### src/rtl/core/lfuc_pkg.sv
// Shared types and constants of the LFU cache store: entry size, entry word layout,
// operation codes, controller states and the scan summary record.
// Depends on nothing; every other file of the block uses it.
`default_nettype none

package lfuc_pkg;

  localparam int ENTRIES = 16;
  localparam int IDX_W   = (ENTRIES > 1) ? $clog2(ENTRIES) : 1;
  localparam int CNT_W   = $clog2(ENTRIES + 1);
  localparam int CAP_W   = 5;
  localparam int WORD_W  = 32;

  localparam logic OP_GET = 1'b0;
  localparam logic OP_PUT = 1'b1;

  localparam logic [WORD_W-1:0] COUNT_MAX = '1;

  typedef struct packed {
    logic [WORD_W-1:0] key;
    logic [WORD_W-1:0] data;
    logic [WORD_W-1:0] count;
    logic [WORD_W-1:0] stamp;
  } lfuc_entry_t;

  typedef enum logic [1:0] {
    ST_IDLE,
    ST_SCAN,
    ST_WRITE
  } lfuc_state_t;

  // Summary gathered by one sweep over the entries.
  typedef struct packed {
    logic              found;
    logic [IDX_W-1:0]  slot;
    logic [WORD_W-1:0] data;
    logic [WORD_W-1:0] count;
    logic              havefree;
    logic [IDX_W-1:0]  freeslot;
    logic              have;
    logic [IDX_W-1:0]  best;
  } lfuc_scan_t;

endpackage

`default_nettype wire

### src/rtl/core/lfuc_scan.sv
// Sweep accumulator of the LFU cache store: takes one entry a cycle from the entry
// memory and tracks the key match, the first free slot and the eviction victim.
// Depends on lfuc_pkg.
`default_nettype none

module lfuc_scan (
  input  wire logic                       clk,
  input  wire logic                       start,
  input  wire logic                       in_valid,
  input  wire logic [lfuc_pkg::IDX_W-1:0] in_idx,
  input  wire logic                       in_used,
  input  wire lfuc_pkg::lfuc_entry_t      in_entry,
  input  wire logic [lfuc_pkg::WORD_W-1:0] lookup_key,
  input  wire logic [lfuc_pkg::WORD_W-1:0] use_clock,
  output lfuc_pkg::lfuc_scan_t            summary
);

  lfuc_pkg::lfuc_scan_t summary_next;
  logic [lfuc_pkg::WORD_W-1:0] bcnt;
  logic [lfuc_pkg::WORD_W-1:0] bcnt_next;
  logic [lfuc_pkg::WORD_W-1:0] bage;
  logic [lfuc_pkg::WORD_W-1:0] bage_next;
  logic [lfuc_pkg::WORD_W-1:0] age;
  logic                        better;

  // Age is taken modulo 2^32, so a very old stamp may look young.
  assign age    = use_clock - in_entry.stamp;
  assign better = !summary.have || (in_entry.count < bcnt) ||
                  ((in_entry.count == bcnt) && (age > bage));

  always_comb begin
    summary_next = summary;
    bcnt_next    = bcnt;
    bage_next    = bage;
    if (start) begin
      summary_next.found    = 1'b0;
      summary_next.havefree = 1'b0;
      summary_next.have     = 1'b0;
    end else if (in_valid) begin
      if (in_used) begin
        if (!summary.found && (in_entry.key == lookup_key)) begin
          summary_next.found = 1'b1;
          summary_next.slot  = in_idx;
          summary_next.data  = in_entry.data;
          summary_next.count = in_entry.count;
        end
        // Strict comparisons keep the lowest slot among equal candidates.
        if (better) begin
          summary_next.have = 1'b1;
          summary_next.best = in_idx;
          bcnt_next         = in_entry.count;
          bage_next         = age;
        end
      end else if (!summary.havefree) begin
        summary_next.havefree = 1'b1;
        summary_next.freeslot = in_idx;
      end
    end
  end

  always_ff @(posedge clk) begin
    summary <= summary_next;
    bcnt    <= bcnt_next;
    bage    <= bage_next;
  end

endmodule

`default_nettype wire

### src/rtl/core/lfu_cache_store.sv
// Top level of the LFU cache store: handshakes, controller, entry memory, valid bits
// and result register.
// Depends on lfuc_pkg and lfuc_scan.
//
// Usage. Requests arrive on the s_ channel: s_tuser carries the opcode (get or put)
// and s_tdata the key and the value. Each accepted beat yields exactly one result
// beat on the m_ channel with the hit flag, the value read by a get hit and the
// eviction flag. The capacity register is written through cfg_we/cfg_wdata; the user
// must write it only while no request is in flight, which the block does not enforce.
// Values above the entry count act as the entry count. One request is handled at a
// time: the controller sweeps every entry of the single-port entry memory, one read
// a cycle, then writes back at most once and registers the result; the next request
// is accepted only after that write-back.
// Reset clears the valid bits, the occupancy, the use clock and the controller, and
// sets the capacity to 16; no clearing pass is needed. If the receiver stalls, the
// result waits in the output register while the next request is accepted and swept;
// that request's write-back then waits until the register is free.
`default_nettype none

module lfu_cache_store (
  input  wire logic                     clk,
  input  wire logic                     rst,
  input  wire logic                     cfg_we,
  input  wire logic [lfuc_pkg::CAP_W-1:0] cfg_wdata,
  input  wire logic                     s_tvalid,
  output logic                          s_tready,
  input  wire logic [63:0]              s_tdata,  // lookup_key[31:0], write_value[63:32]
  input  wire logic [0:0]               s_tuser,  // opcode[0]
  output logic                          m_tvalid,
  input  wire logic                     m_tready,
  output logic [39:0]                   m_tdata   // hit[0], read_value[32:1], evicted[33]
);

  lfuc_pkg::lfuc_state_t state;
  lfuc_pkg::lfuc_state_t state_next;

  logic [lfuc_pkg::CAP_W-1:0]  capacity;
  logic [lfuc_pkg::CNT_W-1:0]  occupancy;
  logic [lfuc_pkg::WORD_W-1:0] use_clock;
  logic [lfuc_pkg::ENTRIES-1:0] entry_valid;

  logic                        op;
  logic [lfuc_pkg::WORD_W-1:0] key;
  logic [lfuc_pkg::WORD_W-1:0] val;

  lfuc_pkg::lfuc_entry_t mem [lfuc_pkg::ENTRIES];
  lfuc_pkg::lfuc_entry_t mem_q;
  lfuc_pkg::lfuc_entry_t wr_word;
  logic [lfuc_pkg::IDX_W-1:0] wr_addr;

  logic [lfuc_pkg::CNT_W-1:0] rd_addr;
  logic                       rd_pend;
  logic [lfuc_pkg::IDX_W-1:0] rd_idx;

  logic accept;
  logic rd_issue;
  logic scan_start;
  logic scan_last;
  logic commit;
  logic out_free;

  lfuc_pkg::lfuc_scan_t summary;

  logic [lfuc_pkg::CNT_W-1:0]  cap_eff;
  logic                        do_touch;
  logic                        do_insert;
  logic                        need_evict;
  logic                        mem_we;
  logic [lfuc_pkg::WORD_W-1:0] count_inc;

  assign accept    = s_tvalid && s_tready;
  assign out_free  = !m_tvalid || m_tready;
  assign scan_last = rd_pend && (rd_idx == lfuc_pkg::IDX_W'(lfuc_pkg::ENTRIES - 1));

  // Next state.
  always_comb begin
    state_next = state;
    case (state)
      lfuc_pkg::ST_IDLE:  if (accept) state_next = lfuc_pkg::ST_SCAN;
      lfuc_pkg::ST_SCAN:  if (scan_last) state_next = lfuc_pkg::ST_WRITE;
      lfuc_pkg::ST_WRITE: if (out_free) state_next = lfuc_pkg::ST_IDLE;
      default:            state_next = lfuc_pkg::ST_IDLE;
    endcase
  end

  // Controller outputs.
  always_comb begin
    s_tready   = 1'b0;
    rd_issue   = 1'b0;
    scan_start = 1'b0;
    commit     = 1'b0;
    case (state)
      lfuc_pkg::ST_IDLE: begin
        s_tready   = !rst;
        scan_start = 1'b1;
      end
      lfuc_pkg::ST_SCAN: begin
        rd_issue = (rd_addr < lfuc_pkg::CNT_W'(lfuc_pkg::ENTRIES));
      end
      lfuc_pkg::ST_WRITE: begin
        commit = out_free;
      end
      default: begin
        s_tready = 1'b0;
      end
    endcase
  end

  always_ff @(posedge clk) begin
    if (rst) begin
      state <= lfuc_pkg::ST_IDLE;
    end else begin
      state <= state_next;
    end
  end

  always_ff @(posedge clk) begin
    if (rst) begin
      capacity <= lfuc_pkg::CAP_W'(16);
    end else if (cfg_we) begin
      capacity <= cfg_wdata;
    end
  end

  always_ff @(posedge clk) begin
    if (accept) begin
      op  <= s_tuser[0];
      key <= s_tdata[31:0];
      val <= s_tdata[63:32];
    end
  end

  // Sweep address and the tag that marks a valid read word in mem_q.
  always_ff @(posedge clk) begin
    if (rst) begin
      rd_addr <= '0;
      rd_pend <= 1'b0;
    end else begin
      rd_pend <= rd_issue;
      if (accept) begin
        rd_addr <= '0;
      end else if (rd_issue) begin
        rd_addr <= rd_addr + 1'b1;
      end
    end
  end

  always_ff @(posedge clk) begin
    rd_idx <= rd_addr[lfuc_pkg::IDX_W-1:0];
  end

  lfuc_scan u_scan (
    .clk        (clk),
    .start      (scan_start),
    .in_valid   (rd_pend),
    .in_idx     (rd_idx),
    .in_used    (entry_valid[rd_idx]),
    .in_entry   (mem_q),
    .lookup_key (key),
    .use_clock  (use_clock),
    .summary    (summary)
  );

  // Write-back decision.
  always_comb begin
    if (32'(capacity) > lfuc_pkg::ENTRIES) begin
      cap_eff = lfuc_pkg::CNT_W'(lfuc_pkg::ENTRIES);
    end else begin
      cap_eff = lfuc_pkg::CNT_W'(capacity);
    end
  end

  assign do_touch   = summary.found && ((op == lfuc_pkg::OP_GET) || (cap_eff != '0));
  assign do_insert  = !summary.found && (op == lfuc_pkg::OP_PUT) && (cap_eff != '0);
  assign need_evict = (occupancy >= cap_eff) || !summary.havefree;
  assign count_inc  = (summary.count == lfuc_pkg::COUNT_MAX) ? summary.count
                                                             : summary.count + 1'b1;
  assign mem_we     = commit && (do_touch || do_insert);

  always_comb begin
    wr_word.key   = key;
    wr_word.stamp = use_clock;
    if (do_touch) begin
      wr_addr       = summary.slot;
      wr_word.data  = (op == lfuc_pkg::OP_PUT) ? val : summary.data;
      wr_word.count = count_inc;
    end else begin
      wr_addr       = need_evict ? summary.best : summary.freeslot;
      wr_word.data  = val;
      wr_word.count = lfuc_pkg::WORD_W'(1);
    end
  end

  always_ff @(posedge clk) begin
    if (mem_we) begin
      mem[wr_addr] <= wr_word;
    end
    if (rd_issue) begin
      mem_q <= mem[rd_addr[lfuc_pkg::IDX_W-1:0]];
    end
  end

  always_ff @(posedge clk) begin
    if (rst) begin
      entry_valid <= '0;
      occupancy   <= '0;
      use_clock   <= '0;
    end else if (mem_we) begin
      use_clock <= use_clock + 1'b1;
      if (do_insert) begin
        entry_valid[wr_addr] <= 1'b1;
        if (!need_evict) begin
          occupancy <= occupancy + 1'b1;
        end
      end
    end
  end

  // Result register.
  always_ff @(posedge clk) begin
    if (rst) begin
      m_tvalid <= 1'b0;
    end else if (commit) begin
      m_tvalid <= 1'b1;
    end else if (m_tready) begin
      m_tvalid <= 1'b0;
    end
  end

  always_ff @(posedge clk) begin
    if (commit) begin
      m_tdata[0]     <= summary.found;
      m_tdata[32:1]  <= (summary.found && (op == lfuc_pkg::OP_GET)) ? summary.data : '0;
      m_tdata[33]    <= do_insert && need_evict && summary.have;
      m_tdata[39:34] <= '0;
    end
  end

`ifndef ASSERT_OFF
  assert property (@(posedge clk) disable iff (rst)
    32'(occupancy) == $countones(entry_valid))
    else $error("occupancy differs from the number of valid entries");

  assert property (@(posedge clk) disable iff (rst)
    32'(occupancy) <= lfuc_pkg::ENTRIES)
    else $error("occupancy exceeds the entry count");

  assert property (@(posedge clk) disable iff (rst)
    (!$past(rst) && (use_clock != $past(use_clock))) |->
      (use_clock == $past(use_clock) + 32'd1))
    else $error("use clock moved by other than one");

  assert property (@(posedge clk) disable iff (rst)
    (!$past(rst) && $rose(m_tvalid)) |-> ($past(state) == lfuc_pkg::ST_WRITE))
    else $error("result beat raised outside write-back");

  assert property (@(posedge clk) disable iff (rst)
    accept |=> (state == lfuc_pkg::ST_SCAN) && (rd_addr == '0) && !rd_pend)
    else $error("sweep did not start cleanly after a request beat");
`endif

endmodule

`default_nettype wire

### config.mk
export PLATFORM = sky130hd
export DESIGN_NAME = lfu_cache_store
export DESIGN_NICKNAME = d
export VERILOG_FILES = /design/src/rtl/core/lfuc_pkg.sv /design/src/rtl/core/lfuc_scan.sv /design/src/rtl/core/lfu_cache_store.sv
export SDC_FILE = /design/constraint.sdc
export NUM_CORES = 2
export LEC_CHECK = 0
export ABC_AREA = 1
export BUFFER_PORTS_ARGS = -buffer_cell sky130_fd_sc_hd__buf_2
export CAP_MARGIN = 20
export CORE_AREA = 4 4 494 349
export DETAILED_ROUTE_END_ITERATION = 8
export DIE_AREA = 0 0 498 353
export PLACE_DENSITY = 0.76
export SLEW_MARGIN = 20
export SYNTH_ARGS = -nofsm -noshare
export SYNTH_HDL_FRONTEND = slang
export SYNTH_SLANG_ARGS = --single-unit
### constraint.sdc
create_clock -name clk -period 19.1 [get_ports clk]
set_clock_uncertainty 0.2 [all_clocks]
set_input_delay 0.955 -clock clk [delete_from_list [all_inputs] [get_ports clk]]
set_output_delay 0.955 -clock clk [all_outputs]
set_load 0.02 [all_outputs]
==> reports/metrics.yaml <==
finish:
  final_net_count: 7564
  stdcell_count: 9803
  regArea_sq_um: 74000
  diodes: 0
  drive_gt1_share_pct: 7.83
  nFillCells: 11600
  synthToLayoutAreaGrowth_pct: 9.16
  finalInstanceArea_sq_um: 109000
  fin_util_pct: 65.2
  multi_input_area_sq_um: 23000
synth:
  avgSynthCellArea_sq_um: 13.6
  synth_area_leader_cell: "edfxtp_1"
  async_reset_ff_share_pct: 0
  synth_edf_count: 2415
  ys.flop_type: "edfxtp_1"
  netlist_top_cells_count: "edfxtp_1, nor2_1, nand2_1"
  synthCells: 7364
  synth.most_common_cell: "edfxtp_1"
  synth_top_area_share_pct: 72.4
  synth_seq_cells: 2489
  synth_area_leaders: "edfxtp_1, nor2_1, o21ai_0"
  yosysSeqAreaShare_pct: 73.9
  yosys_warnings: 0
  syn_area_sq_um: 100000
  synthDistinctLibCells: 52
grt:
  grt_start_max_net_pins: 226
  grt_pass1_wl_microns: 365000
  antenna_found_initial: 3
  first_global_vias: 58700
  gr-total-overflow: 0
  grtUsageTotal_pct: 27.1
sta:
  slew_violations: 0
  worst_pin_slew_ps: 1200
  finalCriticalPeriod_ps: 6000
  whs_ps: 90.2
  max-slew-margin-rel_pct: 20.0
  clock.fmax_mhz: 167
  setup_slack_ps: 13100
  fin_tns_setup_ps: 0
  rsz0062_at_grt: "no"
  period_share_pct: 31.4
  hold_viol_final: 0
  setup_viol: 0
clocking:
  clock_latency_ps: 840
  cts.clk_slew.worst_paths_ps: 60
  clk_path_buf_depth: 3
  root_buffer: "clkbuf_16"
  cts.sink_count: 2489
  cts_setup_buffers: 0
  cts.htree.levels: 4
  cts.repair.resized: 0
  cts_buffers: 216
  cts-hold-fix-buffers: 0
  cts_tree: "yes"
pwr:
  power.leakage_nw: 33.6
  finalPower_mw: 10.7
  ir_drop_uv: 82.8
  switchingPower_mw: 2.27
  p_clk_share_pct: 39.6
  intPower_mw: 8.44
  combPwrFrac_pct: 4.2
  seqPwrFrac_pct: 56.2
  switching_share_pct: 21.2
  powerDensity_nw_per_um2: 98.0
drt:
  wl_per_cell_microns: 24.7
  vias_per_cell: 6.31
  finalWirelength_microns: 242000
  first_iter_violations: 8721
  first_pass_iters: 6
  drc: 0
  vias: 61800
  ant_nets: 0
setup_path:
  start_kind: "register"
  worstPathArrival_ps: 6380
  end_kind: "register"
  setup.worst_path.class: "register to register"
  required_ps: 19480
  crit_fanout: 87
die:
  ioPinCount: 117
  design.core.area_sq_um: 168000
  initial_core_util_pct: 59.7
  die_x_microns: 498
  fp.dieArea_sq_um: 176000
  die_h_microns: 353
  rows: 126
placement:
  place_ws_ps: 13230
  place.gp.congestion: 0.904
  hpwl_microns: 124000
  dpl_cell_area_sq_um: 103000
  io_buffers: 110
  placed_cells: 9405
run_status:
  status: "finished, final reports clean"
worst_hold_path:
  hp-class: "input pin to register"
flow_run:
  maxCapViolCount: 0
cell type report:
class                   instances  share of cell area (%)
clock buffers                 283                    5.34
well taps                    2240                    2.56
repair buffers                223                    1.41
inverters                     319                    1.13
clock inverters               114                   0.842
multi-input cells            4135                    21.0
flip-flops and latches       2489                    67.7
kinds of logic after synthesis:
kind of cell	Yosys count	synth area share, %
AOI/OAI and AO/OA	1363	8.96
xor gates and xnor gates	87	0.761
adders and majority gates	105	1.32
buffers and inverters	745	3.35
DFF	2489	73.9
muxes	212	2.12
other	1	0.00375
and+or+nand+nor	2362	9.58
path summary, 6_finish.rpt:
path | start | to | slack [ps] | depth (start not counted)
min | s_tdata[24] | key[24]$_DFFE_PP_ | 90 | 1
max | rd_addr[0]$_SDFFE_PP0P_ | mem_q[52]$_DFFE_PP_ | 13100 | 9
min reg2reg | mem_q[93]$_DFFE_PP_ | u_scan.summary[71]$_DFFE_PP_ | 220 | 0
max reg2reg | rd_addr[0]$_SDFFE_PP0P_ | mem_q[52]$_DFFE_PP_ | 13100 | 9
power groups by stage:
| stage | registers (mW) | logic (mW) | clock network [mW] |
|---|---|---|---|
| 2_1_floorplan | 6.12 | 0.344 | 0 |
| 3_3_place_gp | 6.14 | 0.433 | 0 |
| 3_5_place_dp | 6.14 | 0.444 | 0 |
| 4_1_cts | 6.02 | 0.448 | 4.28 |
| 5_1_grt | 6.02 | 0.494 | 4.51 |
| 6_report | 6.02 | 0.452 | 4.24 |
flip-flops by register name, indices dropped and copies added, names as in the netlist:
register and flops:
mem 2048, mem_q 128, u_scan.summary 79, m_tdata 34, key 32, u_scan.bage 32, u_scan.bcnt 32, use_clock 32
val 32, entry_valid 16, capacity 5, occupancy 5, rd_addr 5, rd_idx 4, state 2, m_tvalid 1
op 1, rd_pend 1
worst max-delay path, stage by stage, from the launching register on:
cell	delay (ps)
dfxtp_4	820
buf_4	760
buf_4	770
buf_4	670
buf_4	710
buf_4	900
mux2i_1	320
o221ai_1	140
nand3_1	190
nand3_1	80
metal layers:
layer  global-route usage (%)  part of all wire (%)  up-vias
met3                     4.98                    11      453
li1                         -                     -    27400
met2                     40.1                    45     3599
met5                        0                     0        -
met1                     41.5                    42    30400
met4                     7.62                   2.5        0
placed cells by master, fill, tap and decap left out, types with 8 or more instances in the layout:
| cell | n |
|---|---|
| xor2_1 | 59 |
| inv_1 | 306 |
| inv_6 | 8 |
| o221ai_1 | 212 |
| nor3_1 | 35 |
| nand4_1 | 38 |
| o32ai_1 | 300 |
| o21ai_0 | 605 |
| o21a_1 | 9 |
| nand2_1 | 641 |
| nor2_1 | 1287 |
| or2_2 | 8 |
| mux2i_1 | 212 |
| edfxtp_1 | 2415 |
| nand3_1 | 282 |
| clkbuf_16 | 223 |
| xnor2_1 | 28 |
| clkbuf_1 | 57 |
| nor2_4 | 18 |
| buf_2 | 110 |
| buf_4 | 102 |
| ha_1 | 104 |
| bufinv_16 | 13 |
| clkinvlp_4 | 10 |
| nor2_2 | 13 |
| dfxtp_1 | 71 |
| buf_12 | 11 |
| a21oi_1 | 136 |
| o21ai_1 | 11 |
| clkinv_1 | 54 |
| clkinv_2 | 27 |
| o211ai_1 | 48 |
| nor4_1 | 10 |
| o21bai_1 | 11 |
(Power assumes the default switching activity.)
